--- src/rtl/core/zipe_pkg.sv ---
`default_nettype none
package zipe_pkg;

  typedef enum logic [4:0] {
    K_UNKNOWN, K_LD_IMM16, K_ST_NN, K_LD_NN, K_ADD16, K_INC16, K_DEC16, K_INC_H,
    K_LDH_N, K_LDL_N, K_REG_FROM_IX, K_IX_FROM_REG, K_ALU_IXL, K_INCDEC_MEM,
    K_ST_N, K_LD_R_MEM, K_ST_R_MEM, K_ALU_MEM, K_JP, K_POP, K_PUSH,
    K_CB_SET, K_CB_RES, K_CB_BIT
  } kind_t;

  typedef enum logic [2:0] {
    ALU_ADD = 3'd0, ALU_ADC = 3'd1, ALU_SUB = 3'd2, ALU_SBC = 3'd3,
    ALU_AND = 3'd4, ALU_XOR = 3'd5, ALU_OR  = 3'd6, ALU_CP  = 3'd7
  } alu_op_t;

  localparam logic [2:0] REG_B = 3'd0;
  localparam logic [2:0] REG_C = 3'd1;
  localparam logic [2:0] REG_D = 3'd2;
  localparam logic [2:0] REG_E = 3'd3;
  localparam logic [2:0] REG_H = 3'd4;
  localparam logic [2:0] REG_L = 3'd5;
  localparam logic [2:0] REG_A = 3'd7;

  localparam logic [7:0] OP_CB = 8'hCB;

  // One decoded instruction word in the queue.
  typedef struct packed {
    kind_t      kind;
    logic       sel;
    logic [2:0] rsel;
    logic       half_low;
    alu_op_t    aluop;
    logic [2:0] bitn;
    logic [7:0] disp;
    logic [7:0] imm_lo;
    logic [7:0] imm_hi;
    logic [1:0] adv;
    logic [4:0] tst;
  } item_t;

  typedef struct packed {
    logic pop;
    logic clearing;
  } exec_stat_t;

endpackage
`default_nettype wire

--- src/rtl/core/zipe_front.sv ---
`default_nettype none
module zipe_front (
  input  wire logic               clk,
  input  wire logic               rst,
  input  wire logic               in_valid,
  output logic                    in_stall,
  input  wire logic               index_select,
  input  wire logic [7:0]         opcode,
  input  wire logic signed [7:0]  displacement,
  input  wire logic [7:0]         immediate_low,
  input  wire logic [7:0]         immediate_high,
  input  wire logic [7:0]         bit_opcode,
  input  wire zipe_pkg::exec_stat_t stat,
  output logic                    q_valid,
  output zipe_pkg::item_t         q_item
);
  import zipe_pkg::*;

  item_t      dec;
  item_t      q [2];
  logic       wptr, rptr;
  logic [1:0] cnt;
  logic       push;

  always_comb begin
    dec          = '0;
    dec.sel      = index_select;
    dec.rsel     = opcode[5:3];
    dec.half_low = opcode[0];
    dec.aluop    = alu_op_t'(opcode[5:3]);
    dec.bitn     = bit_opcode[5:3];
    dec.disp     = displacement;
    dec.imm_lo   = immediate_low;
    dec.imm_hi   = immediate_high;
    dec.adv      = 2'd1;
    dec.tst      = 5'd0;
    dec.kind     = K_UNKNOWN;
    unique case (opcode) inside
      8'h21: begin dec.kind = K_LD_IMM16; dec.adv = 2'd3; dec.tst = 5'd14; end
      8'h22: begin dec.kind = K_ST_NN; dec.adv = 2'd3; dec.tst = 5'd20; end
      8'h2A: begin dec.kind = K_LD_NN; dec.adv = 2'd3; dec.tst = 5'd20; end
      8'h09, 8'h19, 8'h29, 8'h39: begin dec.kind = K_ADD16; dec.tst = 5'd15; end
      8'h23: begin dec.kind = K_INC16; dec.tst = 5'd10; end
      8'h2B: begin dec.kind = K_DEC16; dec.tst = 5'd10; end
      8'h24: begin dec.kind = K_INC_H; dec.tst = 5'd8; end
      8'h26: begin dec.kind = K_LDH_N; dec.adv = 2'd2; dec.tst = 5'd11; end
      8'h2E: begin dec.kind = K_LDL_N; dec.adv = 2'd2; dec.tst = 5'd11; end
      8'h54, 8'h5D, 8'h5C, 8'h4C, 8'h7C, 8'h7D: begin
        dec.kind = K_REG_FROM_IX; dec.tst = 5'd8;
      end
      8'h69, 8'h6F, 8'h60, 8'h67: begin
        dec.kind = K_IX_FROM_REG; dec.rsel = opcode[2:0]; dec.half_low = opcode[3];
        dec.tst = 5'd8;
      end
      8'hB5: begin dec.kind = K_ALU_IXL; dec.tst = 5'd8; end
      8'h34, 8'h35: begin dec.kind = K_INCDEC_MEM; dec.adv = 2'd2; dec.tst = 5'd23; end
      8'h36: begin dec.kind = K_ST_N; dec.adv = 2'd3; dec.tst = 5'd19; end
      8'h46, 8'h4E, 8'h56, 8'h5E, 8'h66, 8'h6E, 8'h7E: begin
        dec.kind = K_LD_R_MEM; dec.adv = 2'd2; dec.tst = 5'd19;
      end
      8'h70, 8'h71, 8'h72, 8'h73, 8'h74, 8'h75, 8'h77: begin
        dec.kind = K_ST_R_MEM; dec.rsel = opcode[2:0]; dec.adv = 2'd2; dec.tst = 5'd19;
      end
      8'h86, 8'h8E, 8'h96, 8'h9E, 8'hA6, 8'hAE, 8'hB6, 8'hBE: begin
        dec.kind = K_ALU_MEM; dec.adv = 2'd2; dec.tst = 5'd19;
      end
      8'hE9: begin dec.kind = K_JP; dec.adv = 2'd0; dec.tst = 5'd8; end
      8'hE1: begin dec.kind = K_POP; dec.tst = 5'd14; end
      8'hE5: begin dec.kind = K_PUSH; dec.tst = 5'd15; end
      OP_CB: begin
        dec.adv = 2'd3;
        if (bit_opcode[7:6] == 2'b11) begin
          dec.kind = K_CB_SET; dec.tst = 5'd23;
        end else if (bit_opcode[7:6] == 2'b10) begin
          dec.kind = K_CB_RES; dec.tst = 5'd23;
        end else if (bit_opcode[7:6] == 2'b01) begin
          dec.kind = K_CB_BIT; dec.tst = 5'd20;
        end
      end
      default: ;
    endcase
  end

  assign in_stall = (cnt == 2'd2) || stat.clearing;
  assign push     = in_valid && !in_stall;
  assign q_valid  = (cnt != 2'd0);
  assign q_item   = q[rptr];

  always_ff @(posedge clk) begin
    if (push) q[wptr] <= dec;
  end

  always_ff @(posedge clk) begin
    if (rst) begin
      wptr <= 1'b0;
      rptr <= 1'b0;
      cnt  <= 2'd0;
    end else begin
      if (push) wptr <= ~wptr;
      if (stat.pop) rptr <= ~rptr;
      cnt <= cnt + {1'b0, push} - {1'b0, stat.pop};
    end
  end

endmodule
`default_nettype wire

--- config.mk ---
export PLATFORM = sky130hd
export DESIGN_NAME = zipe_front
export DESIGN_NICKNAME = d
export VERILOG_FILES = /design/src/rtl/core/zipe_pkg.sv /design/src/rtl/core/zipe_front.sv
export SDC_FILE = /design/constraint.sdc
export NUM_CORES = 1
export LEC_CHECK = 0
export BUFFER_PORTS_ARGS = -buffer_cell sky130_fd_sc_hd__buf_2
export CAP_MARGIN = 5
export CORE_MARGIN = 2
export CORE_UTILIZATION = 59
export DETAILED_ROUTE_END_ITERATION = 8
export PLACE_DENSITY = 0.92
export SYNTH_ARGS = -nofsm -noshare
export SYNTH_HDL_FRONTEND = slang
export SYNTH_SLANG_ARGS = --single-unit
--- constraint.sdc ---
create_clock -name clk -period 8.4 [get_ports clk]
set_input_delay 1.68 -clock clk [delete_from_list [all_inputs] [get_ports clk]]
set_output_delay 1.68 -clock clk [all_outputs]
set_load 0.02 [all_outputs]
==> results of run 1 <==
## metrics by stage
stage	total power (uW)	cell area, sq um	worst slack (ns)	utilization (%)	std cells
after global routing	1110	5200	4.56	71.3	501
after CTS	1070	5200	4.65	71.3	501
final	1060	5200	4.65	71.3	501
after floorplan	715	4470	4.05	-	311
after global placement	765	5000	4.67	68.6	485
after detailed placement	773	5000	4.65	68.6	485
## cell type report
class                      instances  area, sq um  share of cell area [%]
multi-input combinational        183         1440                    27.7
clock inverter                     7         76.3                    1.47
sequential                        99         2920                    56.2
inverter                          11         41.3                   0.794
tap                               99          124                    2.38
clock buffer                       9          124                    2.38
timing repair buffer              93          470                    9.05
## where the power goes
group          leakage (uW)  internal (uW)  switching, uW  total [uW]
registers          0.000905            574           16.2         590
clock network     0.0000967            140            162         302
logic              0.000884           68.4            103         172
## metal layers
metal | track usage, % | up-vias | routed length [um]
met4 | 6.06 | 0 | 117
met3 | 4.56 | 20 | 604
met1 | 29.2 | 1416 | 3650
met5 | 0 | - | 0
met2 | 36.0 | 142 | 4420
li1 | - | 1370 | -
## worst min path at each step
stage,startpoint,to,slack (ns),depth (start not counted)
final,rptr,rptr,0.53,2
after global routing,rptr,register,0.59,2
after CTS,rptr,rptr,0.54,2
after detailed placement,rptr,rptr,0.51,2
after global placement,rptr,register,0.49,2
after floorplan,rptr,register,0.48,2
## placed cells by master, fill, tap and decap left out, types with 3 or more instances in the layout
master,Yosys,routed
nand3_1,5,5
ha_1,6,6
inv_1,10,10
nand3b_1,3,3
xor2_1,3,3
o21ai_0,9,9
clkbuf_8,0,9
dfxtp_1,5,4
edfxtp_1,94,94
buf_2,8,91
nand2b_1,7,7
nor3_1,10,10
o211ai_1,7,7
nor2_1,24,22
nand2_1,5,5
xnor2_1,4,4
a21oi_1,11,11
nand4_1,5,5
mux2_2,47,47
## sequential cells by signal, indices dropped and copies added, names as in the netlist, named ones only
name / cells
rptr: 1
q: 94
wptr: 1
cnt: 2
## logic make-up after synthesis
logic type	after synthesis	synth area share [%]
AO/OA/AOI/OAI	47	7.08
XOR/XNOR	7	1.37
adder cells (fa/ha/maj)	6	1.68
buffers and inverters	29	2.77
flip-flops	99	65.4
multiplexers	48	12.1
AND/OR/NAND/NOR	75	9.68
## critical path, delay by kind of cell
kind / cells / cell delay [ns]
AOI/OAI and AO/OA: 1 / 0.08
buffers and inverters: 3 / 0.31
==> qor.yml, run 1 <==
clocking:
  cts_resized: 0
  clk_pin_slew_ns: 0.09
  cts.sinks: 99
  numCtsBuffers: 9
  postCtsSetupRepairBufs: 0
  cts_tree: "done"
  clockBufferDepth: 2
  clk_latency_ns: 0.36
  htreeDepth: 3
  hold_buffers: 0
  cts-root-buf: "clkbuf_8"
hold_path:
  hold_path.class: "reg -> reg"
placed_design:
  gp_congestion: 0.865
  port_buffers: 91
  dpl.hpwl_um: 5830
grt:
  gr-usage-all-layers_pct: 21.7
  grt_pass1_wl_um: 14000
  grt_pass1_vias: 2797
  grt-ovfl-total: 0
  antenna_found_initial: 0
  grt_max_degree: 48
drt:
  vias: 2948
  drtIter0Drc: 242
  viasPerCell: 5.88
  ant_nets: 0
  drc: 0
  drt-wirelength-per-cell_um: 17.5
  drt-total-wl_um: 8790
  drtPass1Iterations: 5
sta:
  hold_ws_ns: 0.531
  timing.final.hold_violations: 0
  finClkSkew_ns: 0.0108
  rsz0062_at_grt: "false"
  fmaxAchievable_ghz: 0.266
  setup_viol: 0
  setup_tns_ns: 0
  fin_crit_ns: 3.75
  slew_headroom_pct: 27.1
  drv_slew: 0
  worst_pin_slew_ns: 1.09
  post-route-period-util_pct: 44.7
synthesis:
  ys_types: 52
  synth_commonest_cells: "edfxtp_1 (94), mux2_2 (47), nor2_1 (24)"
  syn_area_per_cell_sq_um: 14.4
  synth_seq_cells: 99
  async_flop_share_pct: 0
  netlist_area_sq_um: 4470
  synth.top_cells.by_area: "edfxtp_1 (63%), mux2_2 (12%), dfxtp_1 (2.2%)"
  synth_edf_count: 94
  syn_nets: 363
  synth.most_common_cell: "edfxtp_1"
  syn_inst: 311
  yosysTopAreaCell: "edfxtp_1"
  synth_ff_type: "edfxtp_1"
  ys_warn_count: 0
  ys_seq_area_share_pct: 65.4
  synth_top_cell_area_share_pct: 63.1
critical_path:
  rr_endpoint: "q[0][41]"
  r2r_slack_ns: 6.35
  cp-start-kind: "input port"
  ff2ff_path_depth: 4
  reg2reg_from: "cnt[1]"
  worstPathArrival_ns: 2.07
  worstSetupStartpoint: "stat[0]"
  cpMostUsedCell: "buf_2"
  slowest_stage: "buf_2"
  critPathKind: "in -> out"
  crit_chain: "buf_2, inv_1, o21ai_0, buf_2"
  crit_end: "in_stall"
  end_kind: "primary output"
  required_ns: 6.72
  cp_max_fo: 2
  critPathMaxStageDelay_ns: 0.16
flow_run:
  maxCapViolations: 0
floorplanning:
  die-area_sq_um: 8290
  core_area_sq_um: 7290
  rows: 31
  pin_count: 95
  dieHeight_um: 91.1
  fp.dieW_um: 91.1
  initial_core_util_pct: 61.3
cells_and_area:
  diodes: 0
  final_layout_size_suffix_gt1_share_pct: 40.5
  fillers: 509
  finalNetCount: 449
  area_growth_pct: 16.3
power:
  p_per_area_nw_per_um2: 204
  ir_worst_vdd_v: 0.0000890
  p_leak_uw: 0.00189
outcome:
  status: "complete, no violations"
No activity file was read; power rests on OpenSTA's default activity.
==> inputs of run 2 (changes only) <==
- ABC_AREA: unset -> 1
- CORE_UTILIZATION: 59 -> 54
- PLACE_DENSITY: 0.92 -> 0.86
- clock period: 8.4 -> 3.5 ns (I/O delays scaled with it)
==> run 2 against run 1 <==
Net effect:
- wire length fell by 3.7%
- synthesized area is 1.3% lower
- critical path type is now reg -> out
- largest cell class unchanged
- global-route usage down 1.9 points
- utilization shrank 4.5 points
- via count decreased by 1.7%
- largest power group unchanged
- die area grew 7.4%
==> qor.yml, run 2 <==
sta:
  fin_crit_ns: 2.65
  fin_ws_ns: 0.848  # -3.80 ns
  slew_headroom_pct: 48.7  # +22 points
  finClkSkew_ns: 0.00812  # -0.00272 ns
  setup_viol: 0  # unchanged
  post-route-period-util_pct: 75.8
  worst_pin_slew_ns: 0.768  # -0.326 ns
  drv_slew: 0  # unchanged
  rsz0062_at_grt: "false"
  fmaxAchievable_ghz: 0.377
  timing.final.hold_violations: 0  # unchanged
  setup_tns_ns: 0  # unchanged
clocking:
  htreeDepth: 3  # unchanged
  clockBufferDepth: 2  # unchanged
  cts_tree: "done"
  hold_buffers: 0  # unchanged
  clk_pin_slew_ns: 0.09  # about the same
  cts_resized: 0  # unchanged
  cts-root-buf: "clkbuf_8"
  clk_latency_ns: 0.35  # about the same
  cts.sinks: 99  # unchanged
  postCtsSetupRepairBufs: 0  # unchanged
  numCtsBuffers: 9  # unchanged
drt:
  vias: 2897  # -1.7%
  ant_nets: 0  # unchanged
  drt-wirelength-per-cell_um: 15.2  # -14%
  drt-total-wl_um: 8460  # -3.7%
  drtPass1Iterations: 4  # -1
  drtIter0Drc: 132  # -45%
  viasPerCell: 5.19  # -12%
  drc: 0  # unchanged
synthesis:
  syn_nets: 402  # +11%
  ys_warn_count: 0  # unchanged
  ys_seq_area_share_pct: 66.3  # +0.89 points
  netlist_area_sq_um: 4410  # -1.3%
  synth_edf_count: 94  # unchanged
  syn_inst: 350  # +13%
  synth.top_cells.by_area: "edfxtp_1 (64%), mux2_2 (12%), nand2_1 (5.1%)"
  async_flop_share_pct: 0  # unchanged
  ys_types: 23  # -56%
  synth_ff_type: "edfxtp_1"
  yosysTopAreaCell: "edfxtp_1"
  synth_commonest_cells: "edfxtp_1 (94), nand2_1 (60), mux2_2 (47)"
  synth_seq_cells: 99  # unchanged
  syn_area_per_cell_sq_um: 12.6  # -12%
  synth_top_cell_area_share_pct: 64.0  # +0.86 points
  synth.most_common_cell: "edfxtp_1"
power:
  ir_worst_vdd_v: 0.000193  # +120%
  combPwrFrac_pct: 14.8  # -1.3 points
  total_power_uw: 2440  # +130%
  p_clk_share_pct: 28.5  # about the same
  switchingPower_uw: 608  # +120%
  switching_share_pct: 24.9  # -1.5 points
  pwr-share-seq_pct: 56.7  # +1.2 points
  p_int_uw: 1830  # +130%
  p_leak_uw: 0.00219  # +16%
  p_per_area_nw_per_um2: 468  # +130%
cells_and_area:
  largest_reg_flops: 94  # unchanged
  area_growth_pct: 18.3
  reg.largest.list: "q: 94 flops, cnt: 2 flops"
  finalNetCount: 503  # +12%
  diodes: 0  # unchanged
  stdcell_area_sq_um: 5220  # +0.34%
  ff_latch_area_sq_um: 2920  # unchanged
  postLayoutCoreUtil_pct: 66.8  # -4.5 points
  fillers: 588  # +16%
  layout_common_cells: "edfxtp_1 (94), buf_2 (91), nand2_1 (60)"
  final_layout_size_suffix_gt1_share_pct: 39.0  # -1.5 points
  largest-register: "q"
  multi_input_area_sq_um: 1340  # -6.7%
  final_common_cell: "edfxtp_1"
critical_path:
  required_ns: 2.80  # -3.92 ns
  r2r_slack_ns: 1.56  # -4.79 ns
  critPathKind: "reg -> out"
  ff2ff_path_depth: 5  # +1
  cp_max_fo: 25  # +23
  cp-start-kind: "register"
  worstPathArrival_ns: 1.95  # -0.12 ns
  end_kind: "primary output"
grt:
  grt_pass1_vias: 2870  # +2.6%
  grt-ovfl-total: 0  # unchanged
  grt_pass1_wl_um: 13200  # -5.5%
  grt_max_degree: 26  # -46%
  antenna_found_initial: 0  # unchanged
  gr-usage-all-layers_pct: 19.8  # -1.9 points
floorplanning:
  core_area_sq_um: 7810  # +7.1%
  die-area_sq_um: 8910  # +7.4%
  fp.dieW_um: 94.4  # +3.7%
  rows: 32  # +3.2%
  pin_count: 95  # unchanged
  initial_core_util_pct: 56.5  # -4.8 points
  dieHeight_um: 94.4  # +3.7%
placed_design:
  port_buffers: 91  # unchanged
  place_area_sq_um: 5020  # +0.50%
  dp_slack_ns: 1.12  # -3.53 ns
  dpl.hpwl_um: 6260  # +7.3%
  gp_congestion: 0.904  # +4.4%
hold_path:
  hold_path.class: "in -> reg"
  hold_depth: 1  # -1
flow_run:
  maxCapViolations: 0  # unchanged
outcome:
  status: "complete, no violations"
## run 2: final timing paths
kind                                   startpoint         to
worst max-delay path                     register  q_item[2]
worst min-delay path            immediate_high[7]   q[1][14]
worst max register to register             cnt[0]   q[1][12]
worst min register to register               rptr   register
## run 2: cell type report
| type | instances | share of cell area (%) |
|---|---|---|
| tap | 102 | 2.45 |
| inverter | 33 | 2.37 |
| sequential | 99 | 56.0 |
| clock inverter | 6 | 1.25 |
| clock buffer | 10 | 2.45 |
| timing repair buffer | 96 | 9.69 |
| multi-input combinational | 212 | 25.8 |
## run 2: kinds of logic (layout without fill, tap and decap cells)
group | Yosys count | in the layout | synth area share (%)
compound gates | 9 | 9 | 1.33
flops | 99 | 99 | 66.3
simple gates | 148 | 148 | 14.7
fa+ha+maj | 6 | 6 | 1.70
mux | 47 | 47 | 12.0
xor+xnor | 2 | 2 | 0.397
buf+inv | 39 | 145 | 3.63
## run 2: layer usage
metal  routed length, um  track usage (%)  vias up
li1                    -                -     1414
met1                3380             23.6     1368
met2                4420             35.0      102
met3                 516             4.31       13
met4                 144             8.21        0
met5                   0                0        -
## run 2: power groups by stage
stage / clock, uW / combinational, uW / sequential [uW]
after floorplan: 0 / 245 / 1400
after global placement: 0 / 354 / 1410
after detailed placement: 0 / 363 / 1410
after CTS: 713 / 364 / 1380
after global routing: 759 / 392 / 1390
final: 696 / 361 / 1380
## run 2: per-stage QoR
| step | hold WS (ns) | std cells |
|---|---|---|
| 2_1_floorplan | 0.480 | 350 |
| 3_3_place_gp | 0.494 | 542 |
| 3_5_place_dp | 0.513 | 542 |
| 4_1_cts | 0.513 | 558 |
| 5_1_grt | 0.509 | 558 |
| 6_report | 0.527 | 558 |
## run 2: worst max-delay path, stage by stage, from the launching register on
cell	delay [ns]
dfxtp_2	0.73
buf_4	0.33
mux2_2	0.37
buf_2	0.16
